`src/tgad_pkg.sv`:
```
`timescale 1ns / 1ps
// ----------------------------------------------------------------------------
// TGA decoder package
// Shared types and constants for the front parser, command queue and back end.
// ----------------------------------------------------------------------------
package tgad_pkg;

    // Result kinds
    localparam logic [1:0] KIND_RUN      = 2'd0;
    localparam logic [1:0] KIND_EMPTY    = 2'd1;
    localparam logic [1:0] KIND_BAD_TYPE = 2'd2;
    localparam logic [1:0] KIND_BAD_FMT  = 2'd3;

    // Header byte offsets
    localparam logic [4:0] HDR_ID_LEN    = 5'd0;
    localparam logic [4:0] HDR_CMAP_TYPE = 5'd1;
    localparam logic [4:0] HDR_IMG_TYPE  = 5'd2;
    localparam logic [4:0] HDR_WIDTH_LO  = 5'd12;
    localparam logic [4:0] HDR_WIDTH_HI  = 5'd13;
    localparam logic [4:0] HDR_HEIGHT_LO = 5'd14;
    localparam logic [4:0] HDR_HEIGHT_HI = 5'd15;
    localparam logic [4:0] HDR_BPP       = 5'd16;
    localparam logic [4:0] HDR_LAST      = 5'd17;

    // Header field values
    localparam logic [7:0] TGA_TYPE_RAW = 8'd2;
    localparam logic [7:0] TGA_TYPE_RLE = 8'd10;
    localparam logic [7:0] TGA_BPP_24   = 8'd24;
    localparam logic [7:0] TGA_BPP_32   = 8'd32;
    localparam logic [7:0] ALPHA_OPAQUE = 8'd255;
    localparam logic [7:0] RLE_RUN_FLAG = 8'h80;
    localparam logic [7:0] RLE_LEN_MASK = 8'h7f;

    typedef enum logic [2:0] {
        PH_HEADER,
        PH_IDSKIP,
        PH_PACKET,
        PH_PIXEL,
        PH_IDLE
    } front_phase_t;

    typedef enum logic [1:0] {
        BK_IDLE,
        BK_DIV,
        BK_FIN
    } back_state_t;

    typedef enum logic [1:0] {
        CMD_START,
        CMD_RUN,
        CMD_NOTE
    } cmd_op_t;

    // One command from front to back
    typedef struct packed {
        cmd_op_t     op;
        logic [1:0]  kind;
        logic [7:0]  red;
        logic [7:0]  green;
        logic [7:0]  blue;
        logic [7:0]  alpha;
        logic [7:0]  count;
        logic [15:0] cols;
        logic [15:0] rows;
    } cmd_t;

    // One result beat
    typedef struct packed {
        logic [1:0]  kind;
        logic [7:0]  red;
        logic [7:0]  green;
        logic [7:0]  blue;
        logic [7:0]  alpha;
        logic [15:0] start_row;
        logic [15:0] start_column;
        logic [7:0]  pixel_count;
        logic        image_done;
    } res_t;

endpackage

```
`src/tga_rle_image_decoder.sv`:
```
`timescale 1ns / 1ps
// Path: a byte that ends a pixel goes through the command queue into the result
// register when the run stays in its row or crosses one row boundary; a run
// spanning more rows first goes through the 8-step back-end divider.
// Throughput: one byte per cycle while the command queue has room; a long run
// or a waiting result holds the back end, and a steady stream of them raises full.
// Reset: asynchronous, active low; the parser restarts at header byte 0.
// ----------------------------------------------------------------------------
// TGA truecolor RLE decoder
// Byte-stream TGA parser with a decoupled run placement back end.
// ----------------------------------------------------------------------------
module tga_rle_image_decoder #(
    parameter int QUEUE_DEPTH = 4
) (
    input  logic        clk,
    input  logic        rst_n,
    input  logic        push,
    output logic        full,
    input  logic [7:0]  data_byte,
    input  logic        file_start,
    output logic        empty,
    input  logic        pop,
    output logic [1:0]  kind,
    output logic [7:0]  red,
    output logic [7:0]  green,
    output logic [7:0]  blue,
    output logic [7:0]  alpha,
    output logic [15:0] start_row,
    output logic [15:0] start_column,
    output logic [7:0]  pixel_count,
    output logic        image_done
);
    import tgad_pkg::*;

    logic byte_take;
    logic cmd_push;
    cmd_t cmd_wr;
    logic q_full;
    logic q_empty;
    logic cmd_pop;
    cmd_t cmd_rd;
    logic res_valid;
    res_t res;

    assign byte_take = push && !q_full;
    assign full      = q_full;

    tgad_front u_front (
        .clk        (clk),
        .rst_n      (rst_n),
        .byte_take  (byte_take),
        .data_byte  (data_byte),
        .file_start (file_start),
        .cmd_push   (cmd_push),
        .cmd        (cmd_wr)
    );

    tgad_cmd_fifo #(
        .DEPTH (QUEUE_DEPTH)
    ) u_cmd_fifo (
        .clk     (clk),
        .rst_n   (rst_n),
        .push    (cmd_push),
        .wr_data (cmd_wr),
        .full    (q_full),
        .pop     (cmd_pop),
        .rd_data (cmd_rd),
        .empty   (q_empty)
    );

    tgad_back u_back (
        .clk       (clk),
        .rst_n     (rst_n),
        .cmd_valid (!q_empty),
        .cmd       (cmd_rd),
        .cmd_pop   (cmd_pop),
        .res_valid (res_valid),
        .res       (res),
        .res_pop   (pop)
    );

    assign empty        = !res_valid;
    assign kind         = res.kind;
    assign red          = res.red;
    assign green        = res.green;
    assign blue         = res.blue;
    assign alpha        = res.alpha;
    assign start_row    = res.start_row;
    assign start_column = res.start_column;
    assign pixel_count  = res.pixel_count;
    assign image_done   = res.image_done;

endmodule

```
`src/tgad_front.sv`:
```
`timescale 1ns / 1ps
// ----------------------------------------------------------------------------
// TGA decoder front end
// Parses header bytes and pixel packets, emits start, run and note commands.
// ----------------------------------------------------------------------------
module tgad_front (
    input  logic           clk,
    input  logic           rst_n,
    input  logic           byte_take,
    input  logic [7:0]     data_byte,
    input  logic           file_start,
    output logic           cmd_push,
    output tgad_pkg::cmd_t cmd
);
    import tgad_pkg::*;

    front_phase_t phase_reg, phase_next;
    logic [4:0]   hdr_idx_reg, hdr_idx_next;
    logic [7:0]   id_skip_reg, id_skip_next;
    logic [7:0]   low_hold_reg, low_hold_next;
    logic         rle_reg, rle_next;
    logic         bpp4_reg, bpp4_next;
    logic [15:0]  cols_reg, cols_next;
    logic [15:0]  rows_reg, rows_next;
    logic [7:0]   pkt_left_reg, pkt_left_next;
    logic         pkt_run_reg, pkt_run_next;
    logic [1:0]   cbi_reg, cbi_next;
    logic [31:0]  colour_reg, colour_next;
    logic         bad_type_reg, bad_type_next;
    logic         bad_fmt_reg, bad_fmt_next;

    // State as seen by this byte: a file start clears everything first
    front_phase_t cur_phase;
    logic [4:0]   cur_hdr_idx;
    logic [7:0]   cur_id_skip;
    logic [7:0]   cur_low_hold;
    logic         cur_rle;
    logic         cur_bpp4;
    logic [15:0]  cur_cols;
    logic [15:0]  cur_rows;
    logic [7:0]   cur_pkt_left;
    logic         cur_pkt_run;
    logic [1:0]   cur_cbi;
    logic [31:0]  cur_colour;
    logic         cur_bad_type;
    logic         cur_bad_fmt;

    logic [1:0]   last_cbi;
    logic         hdr_bad;
    logic         hdr_empty;
    logic         cmd_gen;
    logic [31:0]  colour_new;

    assign cur_phase    = file_start ? PH_HEADER : phase_reg;
    assign cur_hdr_idx  = file_start ? '0 : hdr_idx_reg;
    assign cur_id_skip  = file_start ? '0 : id_skip_reg;
    assign cur_low_hold = file_start ? '0 : low_hold_reg;
    assign cur_rle      = file_start ? 1'b0 : rle_reg;
    assign cur_bpp4     = file_start ? 1'b0 : bpp4_reg;
    assign cur_cols     = file_start ? '0 : cols_reg;
    assign cur_rows     = file_start ? '0 : rows_reg;
    assign cur_pkt_left = file_start ? '0 : pkt_left_reg;
    assign cur_pkt_run  = file_start ? 1'b0 : pkt_run_reg;
    assign cur_cbi      = file_start ? '0 : cbi_reg;
    assign cur_colour   = file_start ? '0 : colour_reg;
    assign cur_bad_type = file_start ? 1'b0 : bad_type_reg;
    assign cur_bad_fmt  = file_start ? 1'b0 : bad_fmt_reg;

    assign last_cbi  = cur_bpp4 ? 2'd3 : 2'd2;
    assign hdr_bad   = cur_bad_type || cur_bad_fmt;
    assign hdr_empty = (cur_cols == '0) || (cur_rows == '0);

    always_comb
    begin
        colour_new = (cur_cbi == 2'd0) ? '0 : cur_colour;
        colour_new[{cur_cbi, 3'b000} +: 8] = data_byte;
    end

    // Datapath and command generation
    always_comb
    begin
        hdr_idx_next  = cur_hdr_idx;
        id_skip_next  = cur_id_skip;
        low_hold_next = cur_low_hold;
        rle_next      = cur_rle;
        bpp4_next     = cur_bpp4;
        cols_next     = cur_cols;
        rows_next     = cur_rows;
        pkt_left_next = cur_pkt_left;
        pkt_run_next  = cur_pkt_run;
        cbi_next      = cur_cbi;
        colour_next   = cur_colour;
        bad_type_next = cur_bad_type;
        bad_fmt_next  = cur_bad_fmt;
        cmd_gen       = 1'b0;
        cmd           = '0;
        cmd.op        = CMD_RUN;

        case (cur_phase)
            PH_HEADER:
            begin
                case (cur_hdr_idx)
                    HDR_ID_LEN:    id_skip_next = data_byte;
                    HDR_CMAP_TYPE: if (data_byte != 8'd0) bad_fmt_next = 1'b1;
                    HDR_IMG_TYPE:
                    begin
                        bad_type_next = !(data_byte inside {TGA_TYPE_RAW, TGA_TYPE_RLE});
                        rle_next      = (data_byte == TGA_TYPE_RLE);
                    end
                    HDR_WIDTH_LO, HDR_HEIGHT_LO: low_hold_next = data_byte;
                    HDR_WIDTH_HI:  cols_next = {data_byte, cur_low_hold};
                    HDR_HEIGHT_HI: rows_next = {data_byte, cur_low_hold};
                    HDR_BPP:
                    begin
                        if (!(data_byte inside {TGA_BPP_24, TGA_BPP_32}))
                            bad_fmt_next = 1'b1;
                        bpp4_next = (data_byte == TGA_BPP_32);
                    end
                    default: ;
                endcase
                if (cur_hdr_idx != HDR_LAST)
                begin
                    hdr_idx_next = cur_hdr_idx + 5'd1;
                end
                else
                begin
                    cmd_gen = 1'b1;
                    if (hdr_bad)
                    begin
                        cmd.op   = CMD_NOTE;
                        cmd.kind = cur_bad_type ? KIND_BAD_TYPE : KIND_BAD_FMT;
                    end
                    else if (hdr_empty)
                    begin
                        cmd.op   = CMD_NOTE;
                        cmd.kind = KIND_EMPTY;
                    end
                    else
                    begin
                        cmd.op   = CMD_START;
                        cmd.cols = cur_cols;
                        cmd.rows = cur_rows;
                        cbi_next = '0;
                    end
                end
            end
            PH_IDSKIP:
            begin
                id_skip_next = cur_id_skip - 8'd1;
                cbi_next     = '0;
            end
            PH_PACKET:
            begin
                pkt_run_next  = (data_byte & RLE_RUN_FLAG) != 8'd0;
                pkt_left_next = (data_byte & RLE_LEN_MASK) + 8'd1;
                cbi_next      = '0;
            end
            PH_PIXEL:
            begin
                colour_next = colour_new;
                if (cur_cbi < last_cbi)
                begin
                    cbi_next = cur_cbi + 2'd1;
                end
                else
                begin
                    cbi_next   = '0;
                    cmd_gen    = 1'b1;
                    cmd.op     = CMD_RUN;
                    cmd.kind   = KIND_RUN;
                    cmd.blue   = colour_new[7:0];
                    cmd.green  = colour_new[15:8];
                    cmd.red    = colour_new[23:16];
                    cmd.alpha  = cur_bpp4 ? colour_new[31:24] : ALPHA_OPAQUE;
                    cmd.count  = (cur_rle && cur_pkt_run) ? cur_pkt_left : 8'd1;
                    if (cur_rle)
                        pkt_left_next = cur_pkt_run ? 8'd0 : cur_pkt_left - 8'd1;
                end
            end
            default: ;
        endcase
    end

    // Phase sequencing
    always_comb
    begin
        phase_next = cur_phase;
        case (cur_phase)
            PH_HEADER:
            begin
                if (cur_hdr_idx == HDR_LAST)
                begin
                    if (hdr_bad || hdr_empty)
                        phase_next = PH_IDLE;
                    else if (cur_id_skip != 8'd0)
                        phase_next = PH_IDSKIP;
                    else
                        phase_next = cur_rle ? PH_PACKET : PH_PIXEL;
                end
            end
            PH_IDSKIP:
            begin
                if (cur_id_skip == 8'd1)
                    phase_next = cur_rle ? PH_PACKET : PH_PIXEL;
            end
            PH_PACKET: phase_next = PH_PIXEL;
            PH_PIXEL:
            begin
                if (cur_cbi >= last_cbi && cur_rle && pkt_left_next == 8'd0)
                    phase_next = PH_PACKET;
            end
            PH_IDLE:   phase_next = PH_IDLE;
            default:   phase_next = PH_IDLE;
        endcase
    end

    assign cmd_push = byte_take && cmd_gen;

    always_ff @(posedge clk or negedge rst_n)
    begin
        if (!rst_n)
        begin
            phase_reg    <= PH_HEADER;
            hdr_idx_reg  <= '0;
            id_skip_reg  <= '0;
            low_hold_reg <= '0;
            rle_reg      <= 1'b0;
            bpp4_reg     <= 1'b0;
            cols_reg     <= '0;
            rows_reg     <= '0;
            pkt_left_reg <= '0;
            pkt_run_reg  <= 1'b0;
            cbi_reg      <= '0;
            colour_reg   <= '0;
            bad_type_reg <= 1'b0;
            bad_fmt_reg  <= 1'b0;
        end
        else if (byte_take)
        begin
            phase_reg    <= phase_next;
            hdr_idx_reg  <= hdr_idx_next;
            id_skip_reg  <= id_skip_next;
            low_hold_reg <= low_hold_next;
            rle_reg      <= rle_next;
            bpp4_reg     <= bpp4_next;
            cols_reg     <= cols_next;
            rows_reg     <= rows_next;
            pkt_left_reg <= pkt_left_next;
            pkt_run_reg  <= pkt_run_next;
            cbi_reg      <= cbi_next;
            colour_reg   <= colour_next;
            bad_type_reg <= bad_type_next;
            bad_fmt_reg  <= bad_fmt_next;
        end
    end

endmodule

```
`src/tgad_cmd_fifo.sv`:
```
`timescale 1ns / 1ps
// ----------------------------------------------------------------------------
// TGA decoder command queue
// Short register queue that decouples the front parser from the back end.
// ----------------------------------------------------------------------------
module tgad_cmd_fifo #(
    parameter int DEPTH = 4
) (
    input  logic           clk,
    input  logic           rst_n,
    input  logic           push,
    input  tgad_pkg::cmd_t wr_data,
    output logic           full,
    input  logic           pop,
    output tgad_pkg::cmd_t rd_data,
    output logic           empty
);
    import tgad_pkg::*;

    localparam int AW = (DEPTH > 1) ? $clog2(DEPTH) : 1;
    localparam int CW = $clog2(DEPTH + 1);

    cmd_t          entry_reg [DEPTH];
    logic [AW-1:0] wr_ptr_reg, wr_ptr_next;
    logic [AW-1:0] rd_ptr_reg, rd_ptr_next;
    logic [CW-1:0] count_reg, count_next;

    assign full    = (count_reg == CW'(DEPTH));
    assign empty   = (count_reg == '0);
    assign rd_data = entry_reg[rd_ptr_reg];

    always_comb
    begin
        wr_ptr_next = wr_ptr_reg;
        rd_ptr_next = rd_ptr_reg;
        count_next  = count_reg;
        if (push)
            wr_ptr_next = (wr_ptr_reg == AW'(DEPTH - 1)) ? '0 : wr_ptr_reg + 1'b1;
        if (pop)
            rd_ptr_next = (rd_ptr_reg == AW'(DEPTH - 1)) ? '0 : rd_ptr_reg + 1'b1;
        if (push && !pop)
            count_next = count_reg + 1'b1;
        else if (pop && !push)
            count_next = count_reg - 1'b1;
    end

    always_ff @(posedge clk or negedge rst_n)
    begin
        if (!rst_n)
        begin
            wr_ptr_reg <= '0;
            rd_ptr_reg <= '0;
            count_reg  <= '0;
        end
        else
        begin
            wr_ptr_reg <= wr_ptr_next;
            rd_ptr_reg <= rd_ptr_next;
            count_reg  <= count_next;
        end
    end

    always_ff @(posedge clk)
    begin
        if (push)
            entry_reg[wr_ptr_reg] <= wr_data;
    end

    a_no_overflow: assert property (@(posedge clk) disable iff (!rst_n)
        !(push && full))
        else $error("command pushed into full queue");

    a_no_underflow: assert property (@(posedge clk) disable iff (!rst_n)
        !(pop && empty))
        else $error("command popped from empty queue");

    a_count_bound: assert property (@(posedge clk) disable iff (!rst_n)
        count_reg <= CW'(DEPTH))
        else $error("queue count beyond depth");

    a_count_grow: assert property (@(posedge clk) disable iff (!rst_n)
        (push && !pop) |=> count_reg == $past(count_reg) + 1'b1)
        else $error("queue count did not advance on push");

endmodule

```
`src/tgad_back.sv`:
```
`timescale 1ns / 1ps
// ----------------------------------------------------------------------------
// TGA decoder back end
// Places runs in the image, clips at the end and drives the result register.
// ----------------------------------------------------------------------------
module tgad_back (
    input  logic           clk,
    input  logic           rst_n,
    input  logic           cmd_valid,
    input  tgad_pkg::cmd_t cmd,
    output logic           cmd_pop,
    output logic           res_valid,
    output tgad_pkg::res_t res,
    input  logic           res_pop
);
    import tgad_pkg::*;

    back_state_t state_reg, state_next;
    logic        finished_reg, finished_next;
    logic [2:0]  div_cnt_reg, div_cnt_next;
    logic        res_valid_reg, res_valid_next;

    logic [15:0] cols_reg, cols_next;
    logic [15:0] row_reg, row_next;
    logic [15:0] col_reg, col_next;
    logic [15:0] rem_reg, rem_next;
    logic [7:0]  quo_reg, quo_next;
    logic [7:0]  run_n_reg, run_n_next;
    logic [7:0]  run_red_reg, run_red_next;
    logic [7:0]  run_green_reg, run_green_next;
    logic [7:0]  run_blue_reg, run_blue_next;
    logic [7:0]  run_alpha_reg, run_alpha_next;
    res_t        res_reg;

    logic        out_free;
    logic        res_load;
    res_t        res_new;

    // Fast path: run stays in this row or crosses one row boundary
    logic [16:0] pos;
    logic [16:0] cols17;
    logic        pos_lt1;
    logic        pos_lt2;
    logic [16:0] pos_wrap;
    logic        fast_done;
    logic [15:0] fast_span;
    logic [7:0]  fast_count;

    // Divider step
    logic [16:0] div_trial;
    logic        div_fit;
    logic [16:0] div_diff;

    // Finish of a long run
    logic        fin_done;
    logic [8:0]  row_p1;
    logic [24:0] prod;
    logic [24:0] clip;
    logic [7:0]  fin_count;

    assign out_free = !res_valid_reg || res_pop;

    assign cols17    = {1'b0, cols_reg};
    assign pos       = {1'b0, col_reg} + {9'd0, cmd.count};
    assign pos_lt1   = pos < cols17;
    assign pos_lt2   = pos < {cols_reg, 1'b0};
    assign pos_wrap  = pos - cols17;
    assign fast_done = !pos_lt1 && (row_reg == '0);
    assign fast_span = cols_reg - col_reg;
    assign fast_count = fast_done ? fast_span[7:0] : cmd.count;

    assign div_trial = {rem_reg, quo_reg[7]};
    assign div_fit   = div_trial >= cols17;
    assign div_diff  = div_trial - cols17;

    assign fin_done  = {8'd0, quo_reg} > row_reg;
    assign row_p1    = {1'b0, row_reg[7:0]} + 9'd1;
    assign prod      = row_p1 * cols_reg;
    assign clip      = prod - {9'd0, col_reg};
    assign fin_count = fin_done ? clip[7:0] : run_n_reg;

    // Next state
    always_comb
    begin
        state_next = state_reg;
        case (state_reg)
            BK_IDLE:
            begin
                if (cmd_valid && cmd.op == CMD_RUN && !finished_reg && !pos_lt2)
                    state_next = BK_DIV;
            end
            BK_DIV:
            begin
                if (div_cnt_reg == 3'd7)
                    state_next = BK_FIN;
            end
            BK_FIN:
            begin
                if (out_free)
                    state_next = BK_IDLE;
            end
            default: state_next = BK_IDLE;
        endcase
    end

    // Outputs and datapath
    always_comb
    begin
        cmd_pop        = 1'b0;
        res_load       = 1'b0;
        res_new        = '0;
        finished_next  = finished_reg;
        div_cnt_next   = div_cnt_reg;
        cols_next      = cols_reg;
        row_next       = row_reg;
        col_next       = col_reg;
        rem_next       = rem_reg;
        quo_next       = quo_reg;
        run_n_next     = run_n_reg;
        run_red_next   = run_red_reg;
        run_green_next = run_green_reg;
        run_blue_next  = run_blue_reg;
        run_alpha_next = run_alpha_reg;

        case (state_reg)
            BK_IDLE:
            begin
                if (cmd_valid)
                begin
                    case (cmd.op)
                        CMD_START:
                        begin
                            cmd_pop       = 1'b1;
                            cols_next     = cmd.cols;
                            row_next      = cmd.rows - 16'd1;
                            col_next      = '0;
                            finished_next = 1'b0;
                        end
                        CMD_NOTE:
                        begin
                            if (out_free)
                            begin
                                cmd_pop            = 1'b1;
                                res_load           = 1'b1;
                                res_new.kind       = cmd.kind;
                                res_new.image_done = (cmd.kind == KIND_EMPTY);
                            end
                        end
                        CMD_RUN:
                        begin
                            if (finished_reg)
                            begin
                                // drop runs past the end of the image
                                cmd_pop = 1'b1;
                            end
                            else if (pos_lt2)
                            begin
                                if (out_free)
                                begin
                                    cmd_pop              = 1'b1;
                                    res_load             = 1'b1;
                                    res_new.kind         = KIND_RUN;
                                    res_new.red          = cmd.red;
                                    res_new.green        = cmd.green;
                                    res_new.blue         = cmd.blue;
                                    res_new.alpha        = cmd.alpha;
                                    res_new.start_row    = row_reg;
                                    res_new.start_column = col_reg;
                                    res_new.pixel_count  = fast_count;
                                    res_new.image_done   = fast_done;
                                    if (fast_done)
                                    begin
                                        finished_next = 1'b1;
                                    end
                                    else if (pos_lt1)
                                    begin
                                        col_next = pos[15:0];
                                    end
                                    else
                                    begin
                                        row_next = row_reg - 16'd1;
                                        col_next = pos_wrap[15:0];
                                    end
                                end
                            end
                            else
                            begin
                                // long run: load the divider with column plus count
                                cmd_pop        = 1'b1;
                                rem_next       = {7'd0, pos[16:8]};
                                quo_next       = pos[7:0];
                                div_cnt_next   = '0;
                                run_n_next     = cmd.count;
                                run_red_next   = cmd.red;
                                run_green_next = cmd.green;
                                run_blue_next  = cmd.blue;
                                run_alpha_next = cmd.alpha;
                            end
                        end
                        default: cmd_pop = 1'b1;
                    endcase
                end
            end
            BK_DIV:
            begin
                rem_next     = div_fit ? div_diff[15:0] : div_trial[15:0];
                quo_next     = {quo_reg[6:0], div_fit};
                div_cnt_next = div_cnt_reg + 3'd1;
            end
            BK_FIN:
            begin
                if (out_free)
                begin
                    res_load             = 1'b1;
                    res_new.kind         = KIND_RUN;
                    res_new.red          = run_red_reg;
                    res_new.green        = run_green_reg;
                    res_new.blue         = run_blue_reg;
                    res_new.alpha        = run_alpha_reg;
                    res_new.start_row    = row_reg;
                    res_new.start_column = col_reg;
                    res_new.pixel_count  = fin_count;
                    res_new.image_done   = fin_done;
                    if (fin_done)
                    begin
                        finished_next = 1'b1;
                    end
                    else
                    begin
                        row_next = row_reg - {8'd0, quo_reg};
                        col_next = rem_reg;
                    end
                end
            end
            default: ;
        endcase
    end

    always_comb
    begin
        res_valid_next = res_valid_reg;
        if (res_load)
            res_valid_next = 1'b1;
        else if (res_pop)
            res_valid_next = 1'b0;
    end

    assign res_valid = res_valid_reg;
    assign res       = res_reg;

    always_ff @(posedge clk or negedge rst_n)
    begin
        if (!rst_n)
        begin
            state_reg     <= BK_IDLE;
            finished_reg  <= 1'b1;
            div_cnt_reg   <= '0;
            res_valid_reg <= 1'b0;
        end
        else
        begin
            state_reg     <= state_next;
            finished_reg  <= finished_next;
            div_cnt_reg   <= div_cnt_next;
            res_valid_reg <= res_valid_next;
        end
    end

    always_ff @(posedge clk)
    begin
        cols_reg      <= cols_next;
        row_reg       <= row_next;
        col_reg       <= col_next;
        rem_reg       <= rem_next;
        quo_reg       <= quo_next;
        run_n_reg     <= run_n_next;
        run_red_reg   <= run_red_next;
        run_green_reg <= run_green_next;
        run_blue_reg  <= run_blue_next;
        run_alpha_reg <= run_alpha_next;
        if (res_load)
            res_reg <= res_new;
    end

    a_run_count: assert property (@(posedge clk) disable iff (!rst_n)
        (res_load && res_new.kind == KIND_RUN) |->
            (res_new.pixel_count != 8'd0 && res_new.pixel_count <= 8'd128))
        else $error("run result with bad pixel count");

    a_no_overwrite: assert property (@(posedge clk) disable iff (!rst_n)
        (res_load && res_valid_reg) |-> res_pop)
        else $error("result register overwritten before it was taken");

    a_no_run_after_done: assert property (@(posedge clk) disable iff (!rst_n)
        finished_reg |-> !(res_load && res_new.kind == KIND_RUN))
        else $error("run result after image completion");

    a_column_in_row: assert property (@(posedge clk) disable iff (!rst_n)
        (res_load && res_new.kind == KIND_RUN && !res_new.image_done) |=>
            col_reg < cols_reg)
        else $error("column left the row after a run");

    a_div_nonzero: assert property (@(posedge clk) disable iff (!rst_n)
        (state_reg == BK_DIV) |-> (cols_reg != '0 && !finished_reg))
        else $error("divider running without an open image");

endmodule

```
`config.mk`:
```
export PLATFORM = sky130hd
export DESIGN_NAME = tga_rle_image_decoder
export DESIGN_NICKNAME = d
export VERILOG_FILES = /design/src/tgad_pkg.sv /design/src/tga_rle_image_decoder.sv /design/src/tgad_front.sv /design/src/tgad_cmd_fifo.sv /design/src/tgad_back.sv
export SDC_FILE = /design/constraint.sdc
export NUM_CORES = 1
export LEC_CHECK = 0
export ABC_AREA = 1
export BUFFER_PORTS_ARGS = -buffer_cell sky130_fd_sc_hd__buf_2
export CAP_MARGIN = 20
export CORE_AREA = 4 4 293 209
export DETAILED_ROUTE_END_ITERATION = 10
export DIE_AREA = 0 0 297 213
export PLACE_DENSITY = 0.82
export SLEW_MARGIN = 20
export SYNTH_ARGS = -nofsm -noshare
export SYNTH_HDL_FRONTEND = slang
export SYNTH_SLANG_ARGS = --single-unit
```
`constraint.sdc`:
```
create_clock -name clk -period 5.9 [get_ports clk]
set_clock_uncertainty 0.2 [all_clocks]
set_input_delay 0.295 -clock clk [delete_from_list [all_inputs] [get_ports clk]]
set_output_delay 0.295 -clock clk [all_outputs]
set_load 0.05 [all_outputs]
```
==> impl_summary.log <==
[metrics] status: finished clean
[metrics] vias per std cell: 6.04
[metrics] die outline width: 297 um
[metrics] Longest Clk Path Bufs: 3
[metrics] minimum period implied by the final worst setup slack: 5530 ps
[metrics] Setup WS pre-CTS: 407 ps
[metrics] routed wirelength normalized by instance count: 20.1 um
[metrics] post-CTS clock slew at the launch and capture registers of the worst setup and hold paths: 70 ps
[metrics] overall overflow remaining after global route: 0
[metrics] IO Port Bufs: 89
[metrics] post-route worst hold slack: 56.9 ps
[metrics] worst-case register-to-register setup slack: 370 ps
[metrics] number of maximum-capacitance constraint violations: 0
[metrics] final hold violation count: 0
[metrics] share of the clock period used by the worst path: 93.7%
[metrics] maximum fanout along the worst path: 18
[metrics] ports placed on the boundary: 90
[metrics] worst-path cell with the longest stage delay: sky130_fd_sc_hd__dfrtp_4
[metrics] top cells by area in the synthesized netlist: sky130_fd_sc_hd__edfxtp_1 46%, sky130_fd_sc_hd__dfrtp_1 9.1%, sky130_fd_sc_hd__nand2_1 6.9%
[metrics] crit path DAT: 5840 ps
[metrics] Yosys Warn Count: 0
[metrics] residual antenna-violating net count after detailed routing: 0
[metrics] Sinks on Clock Net: 608
[metrics] final estimated routing congestion in global placement: 0.956
[metrics] Total Die Area: 63300 um2
[metrics] row cnt: 74
[metrics] Diodes inserted: 0
[metrics] leading cell types by count after synthesis: 586 x sky130_fd_sc_hd__nand2_1, 491 x sky130_fd_sc_hd__edfxtp_1, 425 x sky130_fd_sc_hd__nor2_1, 305 x sky130_fd_sc_hd__o21ai_0, 294 x sky130_fd_sc_hd__inv_1
[metrics] fraction of registers with async set or reset after synthesis: 19.2%
[metrics] critical path's most frequent cell: sky130_fd_sc_hd__nand2_1
[metrics] ratio of cells with drive above 1 in the final layout: 9.47%
[metrics] number of nets at the end of the flow: 3553
[metrics] Residual DRC: 0
[metrics] number of instances in the synthesized netlist: 3336
[metrics] synth unique cells: 64
[metrics] Setup Viol. Count Final: 0
[metrics] fraction of the yosys area taken by sequential cells: 55.4%
[metrics] final setup slack of the worst path: 372 ps
[metrics] CTS tree: built
[metrics] post-route cell area: 35300 um2
[metrics] Max Clock Freq: 0.181 GHz
[metrics] cell area reported after detailed placement: 33200 um2
[metrics] flops & latches, synth: 608
[metrics] dominant cell by count in the synthesized netlist: sky130_fd_sc_hd__nand2_1
[metrics] flip-flop count of the largest register after layout: 304
[metrics] cell type with the largest total area after synthesis: sky130_fd_sc_hd__edfxtp_1
[metrics] violation count after the first detailed-route iteration: 3254
[metrics] syn_nets: 3495
[metrics] Max transition margin: 25.1%
[metrics] hold crit path type: in -> reg
[metrics] fillers: 4557
[metrics] Mapped Area: 31900 um2
[metrics] first-pass iteration count of the detailed router: 6
[metrics] antenna violations before repair: 0
[metrics] worst slew pin tran: 1120 ps
[metrics] WS Path Type: reg -> reg
[metrics] summed negative setup slack over all endpoints: 0 ps
[metrics] element type at the critical path end: flop
[metrics] floorplan core area: 58100 um2
[metrics] clock latency on the worst-skew pair: 650 ps
[metrics] share of the synthesized area in the top cell type: 46.2%
[metrics] routed via count: 25.4k
[metrics] number of global-route vias before repair: 23.3k
[metrics] required time of the critical path: 6210 ps
[metrics] pin count of the biggest net entering global routing: 110
[metrics] wire length of the first global-routing pass: 131 mm
[metrics] Die Y: 213 um
[metrics] CTS Buf Count: 56
[metrics] category of the worst setup path launch point: flop
[metrics] mean cell area of the mapped netlist: 9.56 um2
[metrics] Detailed Route WL: 84.4 mm
[metrics] placed wire-length estimate after detailed placement: 58.3 mm
[metrics] ys flop type: sky130_fd_sc_hd__edfxtp_1
[metrics] number of enable-type register cells in the synthesized netlist: 491
[metrics] starting utilization of the core area: 54.9%
[metrics] master cell of the clock root buffer: sky130_fd_sc_hd__clkbuf_16
[metrics] global-route total usage across every layer: 26.2%
[metrics] CTS HTree Levels: 2
[metrics] final-report max-slew violation count: 0
[metrics] Area growth, synth to finish: 10.6%
[metrics] delay contributed by the slowest stage of the critical path: 570 ps
worst paths after layout:
| kind | from | to | cells past startpoint |
|---|---|---|---|
| setup / recovery | u_cmd_fifo.rd_ptr_reg[0] | u_cmd_fifo.count_reg[2] | 30 |
| hold / removal | pop | u_back.res[0] | 3 |
| setup reg to reg | u_cmd_fifo.rd_ptr_reg[0] | u_cmd_fifo.count_reg[2] | 30 |
| hold reg to reg | u_front.id_skip_reg[0] | u_front.id_skip_reg[0] | 2 |
| max in group asynchronous | rst_n | u_front.rows_reg[13] | 3 |
| min in group asynchronous | rst_n | u_front.id_skip_reg[2] | 2 |
critical path: cells and delay by family, from the launching register on:
family / cells / cell delay (ps)
AND/OR/NAND/NOR: 14 / 1790
adder cells (fa/ha/maj): 4 / 1070
AO/OA/AOI/OAI: 5 / 1060
flip-flops: 1 / 570
buffers and inverters: 6 / 560
XOR/XNOR: 1 / 150
per-layer routing:
metal  share of wire, %  vias up  track usage, %  wire (um)
li1                   -    11692               -          -
met1                 44    12069            40.3      36900
met2                 42     1480            38.0      35600
met3                 12      123            5.35      10300
met4                2.0        0            6.73       1650
met5                  0        -               0          0
cells by family (layout without fill, tap and decap cells):
kind of cell             count (synthesis)  after routing  synth area share, %
multiplexers                             2              2               0.0667
XOR/XNOR                                64             64                 1.76
buffers and inverters                  464            569                 5.82
flip-flops                             608            608                 55.4
AND/OR/NAND/NOR                       1306           1306                 17.2
adder cells (fa/ha/maj)                146            146                 6.29
AO/OA/AOI/OAI                          746            746                 13.5
cells in the final DEF (no fill, tap or decap), types with 24 or more instances in the layout:
master / instances
sky130_fd_sc_hd__o22ai_1: 82
sky130_fd_sc_hd__buf_2: 88
sky130_fd_sc_hd__a22o_1: 32
sky130_fd_sc_hd__fa_1: 24
sky130_fd_sc_hd__o21ai_0: 304
sky130_fd_sc_hd__nor2_1: 416
sky130_fd_sc_hd__inv_1: 293
sky130_fd_sc_hd__nand4_1: 29
sky130_fd_sc_hd__a21oi_1: 165
sky130_fd_sc_hd__xor2_1: 46
sky130_fd_sc_hd__clkbuf_16: 56
sky130_fd_sc_hd__edfxtp_1: 491
sky130_fd_sc_hd__nor3_1: 67
sky130_fd_sc_hd__nand2_1: 585
sky130_fd_sc_hd__dfrtp_1: 114
sky130_fd_sc_hd__o21ai_1: 34
sky130_fd_sc_hd__nand3_1: 142
sky130_fd_sc_hd__ha_1: 121
sky130_fd_sc_hd__o211ai_1: 33
sky130_fd_sc_hd__a31oi_1: 31
sky130_fd_sc_hd__buf_4: 46
what timing repair did:
item | 4_1_cts | 5_1_grt
hold endpoints to repair | 82 | 0
setup endpoints to repair | 0 | 42
hold buffers | 9 | 0
gates resized for setup | 0 | 9
buffers inserted | 0 | 4
area by class of cell:
cell class | instances | area [um2] | area share [%]
sequential | 608 | 17700 | 50.1
inverter | 310 | 1170 | 3.31
clock buffer | 67 | 1460 | 4.15
tap | 760 | 951 | 2.70
timing repair buffer | 154 | 1080 | 3.06
clock inverter | 38 | 462 | 1.31
multi-input combinational | 2264 | 12500 | 35.3
metrics by stage:
step           utilization [%]  instances
2_1_floorplan                -       3336
3_3_place_gp              57.2       4083
3_5_place_dp              57.2       4083
4_1_cts                   60.6       4197
5_1_grt                   60.8       4201
6_report                  60.8       4201
Power is not shown: default switching activity piles up to over one toggle a cycle in this logic, so the estimate is an artifact.
